==> config.mk <==
export PLATFORM = sky130hd
export DESIGN_NAME = keystroke_rate_monitor_unit
export DESIGN_NICKNAME = d
export VERILOG_FILES = /design/src/design/krm_pkg.sv /design/src/design/keystroke_rate_monitor_unit.sv
export VERILOG_INCLUDE_DIRS = /design/src /design/src/design
export SDC_FILE = /design/constraint.sdc
export NUM_CORES = 2
export LEC_CHECK = 0
export ABC_AREA = 0
export BUFFER_PORTS_ARGS = -buffer_cell sky130_fd_sc_hd__buf_2
export CAP_MARGIN = 10
export CORE_ASPECT_RATIO = 0.9
export CORE_MARGIN = 4
export CORE_UTILIZATION = 39
export CTS_CLUSTER_DIAMETER = 30
export DETAILED_ROUTE_END_ITERATION = 6
export PLACE_DENSITY = 0.59
export SETUP_SLACK_MARGIN = 0.4
export SYNTH_ARGS = -nofsm -noshare
export SYNTH_HDL_FRONTEND = slang
export SYNTH_SLANG_ARGS = --single-unit
==> constraint.sdc <==
create_clock -name clk -period 43.6 [get_ports clk]
set_input_delay 4.36 -clock clk [delete_from_list [all_inputs] [get_ports clk]]
set_output_delay 4.36 -clock clk [all_outputs]
set_load 0.02 [all_outputs]
==> src/design/keystroke_rate_monitor_unit_assert.svh <==
`ifndef KEYSTROKE_RATE_MONITOR_UNIT_ASSERT_SVH
`define KEYSTROKE_RATE_MONITOR_UNIT_ASSERT_SVH

// Same-cycle implication, disabled while reset is low.
`define KRM_CHECK(name, ck, rstn, ante, cons, msg) \
  name: assert property (@(posedge ck) disable iff (!rstn) (ante) |-> (cons)) \
    else $error(msg);

// Next-cycle implication, disabled while reset is low.
`define KRM_CHECK_NEXT(name, ck, rstn, ante, cons, msg) \
  name: assert property (@(posedge ck) disable iff (!rstn) (ante) |=> (cons)) \
    else $error(msg);

`endif

==> src/design/krm_pkg.sv <==
`timescale 1ns / 1ps

package krm_pkg;

  localparam int NUM_KEYS = 4;
  localparam int CNT_W    = 32;
  localparam int SUM_W    = 8;
  localparam int TMR_W    = 8;
  localparam int EDGE_W   = 3;

  typedef logic [CNT_W-1:0]  cnt_t;
  typedef logic [SUM_W-1:0]  sum_t;
  typedef logic [TMR_W-1:0]  tmr_t;
  typedef logic [EDGE_W-1:0] edge_t;

  localparam tmr_t REST_RESET     = 8'd60;
  localparam sum_t RING_MAX_RESET = 8'd1;
  localparam logic [7:0] KEY_IDLE = 8'hFF;

  localparam logic OP_FRAME  = 1'b0;
  localparam logic OP_SECOND = 1'b1;

endpackage

==> src/design/keystroke_rate_monitor_unit.sv <==
// Frame tick: the request passes S_WIN and S_PEAK, then, while the display is
// active, the ring maximum scan, which reads the ring memory one entry per cycle,
// then S_TMR and S_DONE. Second tick: straight to S_DONE. One request is in work
// at a time; a finished result waits in the output register while the next
// request is accepted.
// Reset (rst_n, synchronous): sets all control state to its reset values at once;
// per-entry valid bits make both memories read as zero, so there is no clearing pass.
`timescale 1ns / 1ps
`include "keystroke_rate_monitor_unit_assert.svh"

module keystroke_rate_monitor_unit
  import krm_pkg::*;
#(
  parameter int WINDOW_LEN = 48,
  parameter int RING_DEPTH = 64,
  parameter int LANE_BITS  = 64
) (
  input  logic                 clk,
  input  logic                 rst_n,
  input  logic                 cfg_we,
  input  logic [7:0]           cfg_wdata,
  input  logic                 in_valid,
  output logic                 in_stall,
  input  logic                 in_opcode,
  input  logic [7:0]           in_key_byte,
  output logic                 out_valid,
  input  logic                 out_stall,
  output logic [CNT_W-1:0]     out_press_count_a,
  output logic [CNT_W-1:0]     out_press_count_b,
  output logic [CNT_W-1:0]     out_press_count_c,
  output logic [CNT_W-1:0]     out_press_count_d,
  output logic [LANE_BITS-1:0] out_lane_a,
  output logic [LANE_BITS-1:0] out_lane_b,
  output logic [LANE_BITS-1:0] out_lane_c,
  output logic [LANE_BITS-1:0] out_lane_d,
  output logic [SUM_W-1:0]     out_window_presses,
  output logic [SUM_W-1:0]     out_recent_peak,
  output logic [SUM_W-1:0]     out_history_peak,
  output logic                 out_display_active
);

  localparam int WA_W = (WINDOW_LEN > 1) ? $clog2(WINDOW_LEN) : 1;
  localparam int RA_W = $clog2(RING_DEPTH);
  localparam int SC_W = $clog2(RING_DEPTH + 1);

  localparam logic [WA_W-1:0] WPOS_LAST = WA_W'(WINDOW_LEN - 1);
  localparam logic [RA_W-1:0] RPOS_LAST = RA_W'(RING_DEPTH - 1);
  localparam logic [SC_W-1:0] SCAN_END  = SC_W'(RING_DEPTH);
  localparam sum_t            SUM_MAX   = SUM_W'(NUM_KEYS * WINDOW_LEN);

  localparam logic [2:0] S_IDLE = 3'd0;
  localparam logic [2:0] S_WIN  = 3'd1;
  localparam logic [2:0] S_PEAK = 3'd2;
  localparam logic [2:0] S_SCAN = 3'd3;
  localparam logic [2:0] S_TMR  = 3'd4;
  localparam logic [2:0] S_DONE = 3'd5;

  logic [2:0]          state_r, state_nxt;
  logic [NUM_KEYS-1:0] prev_r, prev_nxt;
  cnt_t                cnt_r [NUM_KEYS];
  cnt_t                cnt_nxt [NUM_KEYS];
  logic [LANE_BITS-1:0] lane_r [NUM_KEYS];
  logic [LANE_BITS-1:0] lane_nxt [NUM_KEYS];
  logic [WA_W-1:0]     wpos_r, wpos_nxt;
  logic [RA_W-1:0]     rpos_r, rpos_nxt;
  sum_t                sum_r, sum_nxt;
  sum_t                peak_r, peak_nxt;
  sum_t                ring_max_r, ring_max_nxt;
  sum_t                acc_r, acc_nxt;
  tmr_t                dtimer_r, dtimer_nxt;
  tmr_t                rest_r, rest_nxt;
  edge_t               edges_r, edges_nxt;
  logic                act_r, act_nxt;
  logic [SC_W-1:0]     scan_cnt_r, scan_cnt_nxt;
  logic                pend_r, pend_nxt;
  logic                out_valid_r, out_valid_nxt;

  logic                in_acc;
  logic                out_load;
  logic [NUM_KEYS-1:0] held;
  edge_t               old_edges;
  sum_t                ring_rd;
  sum_t                acc_new;

  // window and ring memories
  edge_t               win_mem [WINDOW_LEN];
  edge_t               win_rdata_r;
  logic                win_rvld_r;
  logic [WINDOW_LEN-1:0] win_vld_r;
  logic                win_re, win_we;

  sum_t                ring_mem [RING_DEPTH];
  sum_t                ring_rdata_r;
  logic                ring_rvld_r;
  logic [RING_DEPTH-1:0] ring_vld_r;
  logic                ring_re, ring_we;

  // output register
  cnt_t                 o_cnt_r [NUM_KEYS];
  logic [LANE_BITS-1:0] o_lane_r [NUM_KEYS];
  sum_t                 o_sum_r, o_peak_r, o_hist_r;
  logic                 o_act_r;

  assign in_stall = (state_r != S_IDLE);
  assign in_acc   = in_valid && !in_stall;
  assign held     = ~in_key_byte[NUM_KEYS-1:0];

  assign win_re  = in_acc && (in_opcode == OP_FRAME);
  assign win_we  = (state_r == S_WIN);
  assign ring_we = in_acc && (in_opcode == OP_SECOND);
  assign ring_re = (state_r == S_SCAN) && (scan_cnt_r != SCAN_END);

  assign old_edges = win_rvld_r ? win_rdata_r : '0;
  assign ring_rd   = ring_rvld_r ? ring_rdata_r : '0;
  assign acc_new   = (pend_r && (ring_rd > acc_r)) ? ring_rd : acc_r;
  assign out_load  = (state_r == S_DONE) && (!out_valid_r || !out_stall);

  always_comb begin
    state_nxt     = state_r;
    prev_nxt      = prev_r;
    cnt_nxt       = cnt_r;
    lane_nxt      = lane_r;
    wpos_nxt      = wpos_r;
    rpos_nxt      = rpos_r;
    sum_nxt       = sum_r;
    peak_nxt      = peak_r;
    ring_max_nxt  = ring_max_r;
    acc_nxt       = acc_r;
    dtimer_nxt    = dtimer_r;
    edges_nxt     = edges_r;
    act_nxt       = act_r;
    scan_cnt_nxt  = scan_cnt_r;
    pend_nxt      = pend_r;
    rest_nxt      = cfg_we ? cfg_wdata : rest_r;
    out_valid_nxt = out_valid_r && out_stall;

    unique case (state_r)
      S_IDLE: begin
        if (in_acc) begin
          if (in_opcode == OP_FRAME) begin
            edges_nxt = '0;
            // key k sits on bit 3-k of the byte
            for (int k = 0; k < NUM_KEYS; k++) begin
              if (held[NUM_KEYS-1-k] && !prev_r[NUM_KEYS-1-k]) begin
                cnt_nxt[k] = cnt_r[k] + CNT_W'(1);
                edges_nxt  = edges_nxt + EDGE_W'(1);
              end
              lane_nxt[k] = {held[NUM_KEYS-1-k], lane_r[k][LANE_BITS-1:1]};
            end
            prev_nxt  = held;
            act_nxt   = (in_key_byte != KEY_IDLE);
            state_nxt = S_WIN;
          end else begin
            if (dtimer_r != '0) begin
              dtimer_nxt = dtimer_r - TMR_W'(1);
            end
            rpos_nxt  = (rpos_r == RPOS_LAST) ? '0 : rpos_r + RA_W'(1);
            peak_nxt  = '0;
            state_nxt = S_DONE;
          end
        end
      end
      S_WIN: begin
        // drop the overwritten entry, add the new one
        sum_nxt   = sum_r - SUM_W'(old_edges) + SUM_W'(edges_r);
        state_nxt = S_PEAK;
      end
      S_PEAK: begin
        if (sum_r > peak_r) begin
          peak_nxt = sum_r;
        end
        if (dtimer_r != '0) begin
          scan_cnt_nxt = '0;
          acc_nxt      = '0;
          pend_nxt     = 1'b0;
          state_nxt    = S_SCAN;
        end else begin
          state_nxt = S_TMR;
        end
      end
      S_SCAN: begin
        acc_nxt = acc_new;
        if (scan_cnt_r != SCAN_END) begin
          scan_cnt_nxt = scan_cnt_r + SC_W'(1);
          pend_nxt     = 1'b1;
        end else begin
          pend_nxt     = 1'b0;
          ring_max_nxt = acc_new;
          wpos_nxt     = (wpos_r == WPOS_LAST) ? '0 : wpos_r + WA_W'(1);
          state_nxt    = S_TMR;
        end
      end
      S_TMR: begin
        if ((ring_max_r != '0) || act_r) begin
          dtimer_nxt = rest_r;
        end
        state_nxt = S_DONE;
      end
      S_DONE: begin
        // hold until the output register is free
        if (out_load) begin
          out_valid_nxt = 1'b1;
          state_nxt     = S_IDLE;
        end
      end
      default: begin
        state_nxt = S_IDLE;
      end
    endcase
  end

  always_ff @(posedge clk) begin
    if (!rst_n) begin
      state_r     <= S_IDLE;
      prev_r      <= '0;
      for (int k = 0; k < NUM_KEYS; k++) begin
        cnt_r[k]  <= '0;
        lane_r[k] <= '0;
      end
      wpos_r      <= '0;
      rpos_r      <= '0;
      sum_r       <= '0;
      peak_r      <= '0;
      ring_max_r  <= RING_MAX_RESET;
      acc_r       <= '0;
      dtimer_r    <= REST_RESET;
      rest_r      <= REST_RESET;
      edges_r     <= '0;
      act_r       <= 1'b0;
      scan_cnt_r  <= '0;
      pend_r      <= 1'b0;
      out_valid_r <= 1'b0;
    end else begin
      state_r     <= state_nxt;
      prev_r      <= prev_nxt;
      cnt_r       <= cnt_nxt;
      lane_r      <= lane_nxt;
      wpos_r      <= wpos_nxt;
      rpos_r      <= rpos_nxt;
      sum_r       <= sum_nxt;
      peak_r      <= peak_nxt;
      ring_max_r  <= ring_max_nxt;
      acc_r       <= acc_nxt;
      dtimer_r    <= dtimer_nxt;
      rest_r      <= rest_nxt;
      edges_r     <= edges_nxt;
      act_r       <= act_nxt;
      scan_cnt_r  <= scan_cnt_nxt;
      pend_r      <= pend_nxt;
      out_valid_r <= out_valid_nxt;
    end
  end

  // window memory: read at accept, written back in S_WIN while the read data is held
  always_ff @(posedge clk) begin
    if (win_we) begin
      win_mem[wpos_r] <= edges_r;
    end
    if (win_re) begin
      win_rdata_r <= win_mem[wpos_r];
      win_rvld_r  <= win_vld_r[wpos_r];
    end
  end

  always_ff @(posedge clk) begin
    if (!rst_n) begin
      win_vld_r <= '0;
    end else if (win_we) begin
      win_vld_r[wpos_r] <= 1'b1;
    end
  end

  // ring memory: written on a second tick, swept during the scan
  always_ff @(posedge clk) begin
    if (ring_we) begin
      ring_mem[rpos_r] <= peak_r;
    end
    if (ring_re) begin
      ring_rdata_r <= ring_mem[scan_cnt_r[RA_W-1:0]];
      ring_rvld_r  <= ring_vld_r[scan_cnt_r[RA_W-1:0]];
    end
  end

  always_ff @(posedge clk) begin
    if (!rst_n) begin
      ring_vld_r <= '0;
    end else if (ring_we) begin
      ring_vld_r[rpos_r] <= 1'b1;
    end
  end

  always_ff @(posedge clk) begin
    if (out_load) begin
      o_cnt_r  <= cnt_r;
      o_lane_r <= lane_r;
      o_sum_r  <= sum_r;
      o_peak_r <= peak_r;
      o_hist_r <= ring_max_r;
      o_act_r  <= (dtimer_r != '0);
    end
  end

  assign out_valid          = out_valid_r;
  assign out_press_count_a  = o_cnt_r[0];
  assign out_press_count_b  = o_cnt_r[1];
  assign out_press_count_c  = o_cnt_r[2];
  assign out_press_count_d  = o_cnt_r[3];
  assign out_lane_a         = o_lane_r[0];
  assign out_lane_b         = o_lane_r[1];
  assign out_lane_c         = o_lane_r[2];
  assign out_lane_d         = o_lane_r[3];
  assign out_window_presses = o_sum_r;
  assign out_recent_peak    = o_peak_r;
  assign out_history_peak   = o_hist_r;
  assign out_display_active = o_act_r;

  `KRM_CHECK(a_sum_bound, clk, rst_n, 1'b1, sum_r <= SUM_MAX, "window sum out of range")
  `KRM_CHECK(a_scan_bound, clk, rst_n, state_r == S_SCAN, scan_cnt_r <= SCAN_END, "scan overrun")
  `KRM_CHECK(a_peak_cover, clk, rst_n, state_r == S_TMR, peak_r >= sum_r, "peak below sum")
  `KRM_CHECK_NEXT(a_reload, clk, rst_n, (state_r == S_TMR) && act_r, dtimer_r == $past(rest_r), "timer not reloaded")
  `KRM_CHECK_NEXT(a_peak_clear, clk, rst_n, ring_we, peak_r == '0, "peak not cleared")

endmodule

==> run metrics <==
critical path type input port to flop; initial DRC count 3000; clk root buf clkbuf_16; Worst EP arrival 8490 ps; Crit Path Max Fanout 107; HP Start lane_r[128]$_SDFFE_PN0P_; row cnt 138; post-synthesis cell area 61600 sq um; Ports 433; critical path startpoint category input port; Post-Syn Nets 4398; Remaining Overflow, GRT 0; Fmax around 0.13 GHz; R2R Setup Slk around 39000 ps; R2R Path Start state_r[2]$_SDFFE_PN0P_; CTS Buf Count around 350; post-DP HPWL 93.1 mm; initial core utilization 39.2%; Sink Count 1650; gp weighted congestion 0.823; unrepaired setup endpoints after global routing false; synthesized netlist cell count approximately 4300; Max rail drop VDD 0.0387 mV; Fin Setup TNS 0 ps; Clock Skew 49.0 ps; Slew HR roughly an eighth; post-cts hold buffer count 0; Seq. cell area approximately 44000 sq um; clk_lat worst skew between 800 and 900 ps; status completed; Post-synth EDFFs 1078; FFs w/ async S/R, synth 0%; flops & latches, synth 1650; Die Area 164000 sq um; Crit. End Element flop; final slew viol count 0; via count about 37000; clock slew seen by the registers of the worst setup and hold paths 50 ps; DRT antenna net count 0; Worst Hold Class flop to flop; period utilization 17.7%; Leak ~27 nW; Core ar. 157000 sq um; Max clock buf depth 4; DP Cell Count between 6000 and 7000; DIE WIDTH about 430 um; first-pass GRT wire length 228 mm; Vert. Die Dim 385 um; largest net degree at the start of global routing 168; YS warnings 0; share of cells above drive strength 1 a little under a quarter; initial antenna violation count 1; GRT Overall Usage 18.0%; TritonCTS clock tree done; Main synth FF type edfxtp_1; Setup-failing EPs final 0; DRC 0; Routed WL 151 mm; H-tree depth 5; Post-Layout Cell Count 7292; Cell variety after synth 73; DR WL/cell 20.7 um; vias in the first global route 36423; required time of the critical path 44370 ps; Area Growth Syn to Fin 26.1%; Resized Gates After CTS 0; worst slew pin tran ~1300 ps; Syn Area/Cell 14.2 sq um; Multi-input gate area ~17000 sq um; 1st-pass router iterations 5; fin crit period 7710 ps; Seq/Total Area, Yosys 71.2%; Fill cells about 13000; FF-to-FF End out_lane_a[10]$_DFFE_PP_; worst reg-to-reg path cell count 6; postcts setup bufs 0; Worst Hold End out_lane_b[0]$_DFFE_PP_; Nets 4982; maxcap violations 0; Port Buf Inserts 432; final hold viol count 0; Power Density 61.0 nW/um^2; Hold Crit Depth 0; Via density about 5.1
-- metrics by stage --
stage	utilization (%)	hold WS [ps]	cell area, sq um	total power [W]	setup WS, ps
after floorplan	-	406	61600	0.00206	18340
after global placement	41.9	416	65900	0.00216	35190
final	49.4	417	77700	0.00474	35890
after CTS	49.4	413	77700	0.00479	35990
after global routing	49.4	431	77700	0.00490	35620
after detailed placement	41.9	419	65900	0.00216	35140
-- report_power, final --
group / leakage (nW) / total [W] / internal (W) / switching [W]
registers: 14.6 / 0.00177 / 0.00173 / 0.0000377
clock network: 5.67 / 0.00261 / 0.00179 / 0.000827
logic: 6.33 / 0.000359 / 0.000107 / 0.000252
-- worst max-delay path: stages --
cell      delay (ps)
buf_2            150
nor2b_1          350
buf_4            270
nand2_8          340
inv_8            600
buf_4            840
buf_4            960
nand2_1          150
a21boi_0         260
-- cell usage in the layout (no fill, tap or decap), types with 24 or more instances in the layout --
master / count
edfxtp_1: 1078
nand2_1: 632
dfxtp_1: 561
buf_2: 431
clkbuf_16: 354
a21boi_0: 286
nor2_1: 180
mux4_2: 131
o21a_1: 119
and2_1: 118
a22oi_1: 111
xnor2_1: 86
nand3_1: 77
a21oi_1: 74
inv_1: 57
o21ai_0: 52
mux2i_1: 52
nand4_1: 50
bufinv_16: 43
buf_4: 42
clkinvlp_4: 41
clkinv_2: 39
clkbuf_1: 38
ha_1: 36
nor2b_1: 35
clkbuf_8: 30
xor2_1: 28
clkinv_4: 27
a22o_1: 24
-- how the worst max path moves through the flow --
stage | start | to | cells after the start
2_1_floorplan | out_stall | out_display_active$_DFFE_PP_ | 1
3_3_place_gp | in_valid | lane_r[194]$_SDFFE_PN0P_ | 9
3_5_place_dp | in_valid | lane_r[88]$_SDFFE_PN0P_ | 9
4_1_cts | in_valid | lane_r[129]$_SDFFE_PN0P_ | 9
5_1_grt | in_valid | lane_r[129]$_SDFFE_PN0P_ | 9
6_report | in_valid | lane_r[129]$_SDFFE_PN0P_ | 9
-- cells in the mapped netlist (10+ instances only) --
master,n,share of area [%]
mux2i_1,52,0.85
nor2_1,181,1.1
edfxtp_1,1078,53
and3_1,22,0.22
inv_1,57,0.35
o21a_1,119,1.5
nand3_1,77,0.63
a211oi_1,16,0.20
a221oi_1,10,0.14
clkbuf_1,200,1.2
nor3_1,22,0.18
and2_1,118,1.2
xnor2_1,86,1.2
nand4_1,50,0.51
a22oi_1,111,1.4
dfxtp_1,572,19
o211ai_1,19,0.23
a211o_1,11,0.16
a21oi_1,75,0.61
nand3b_1,13,0.16
nand2_1,632,3.9
or3_1,21,0.21
xor2_1,28,0.40
o21ai_0,52,0.42
buf_2,24,0.20
mux4_2,131,4.8
ha_1,36,0.73
nor2b_1,36,0.37
and4_1,15,0.21
a22o_1,24,0.34
buf_1,15,0.091
nand2b_1,16,0.16
o22ai_1,15,0.15
a21boi_0,286,3.5
a31oi_1,14,0.14
or2_2,10,0.10
nor4_1,12,0.12
-- area by class of cell --
cell class	count	area share, %
Inverter	59	0.295
Timing Repair Buffer	476	3.25
Clock inverter	195	3.06
Multi-Input combinational cell	2389	21.5
Sequential cell	1650	56.4
Clock buffer	422	12.1
Antenna cell	1	0.00322
Tap cell	2100	3.38
-- logic make-up (layout without fill, tap and decap cells) --
kind of cell,after synthesis,after routing,share of synthesized area (%)
simple gates,1254,1254,9.52
flops,1650,1650,71.2
xor+xnor,114,114,1.62
compound gates,795,795,9.30
other cells,0,1,0
mux,187,187,5.71
fa+ha+maj,39,39,0.829
buf+inv,298,1152,1.87
-- layer usage --
layer / GRT usage, % / vias up / share of wire (%)
li1: - / 17323 / -
met1: 23.9 / 18501 / 43
met2: 28.9 / 1169 / 48
met3: 3.60 / 316 / 5.9
met4: 7.41 / 0 / 3.6
met5: 0 / - / 0
-- sequential cells by signal, summed over array words and instances (netlist names), 48 cells and up --
register / flops
lane_r: 252
out_lane_b: 64
cnt_r: 128
out_lane_d: 64
ring_mem: 512
ring_vld_r: 64
win_vld_r: 48
win_mem: 144
out_lane_c: 64
out_lane_a: 64
Note: power is estimated with default switching activity, not from simulation.
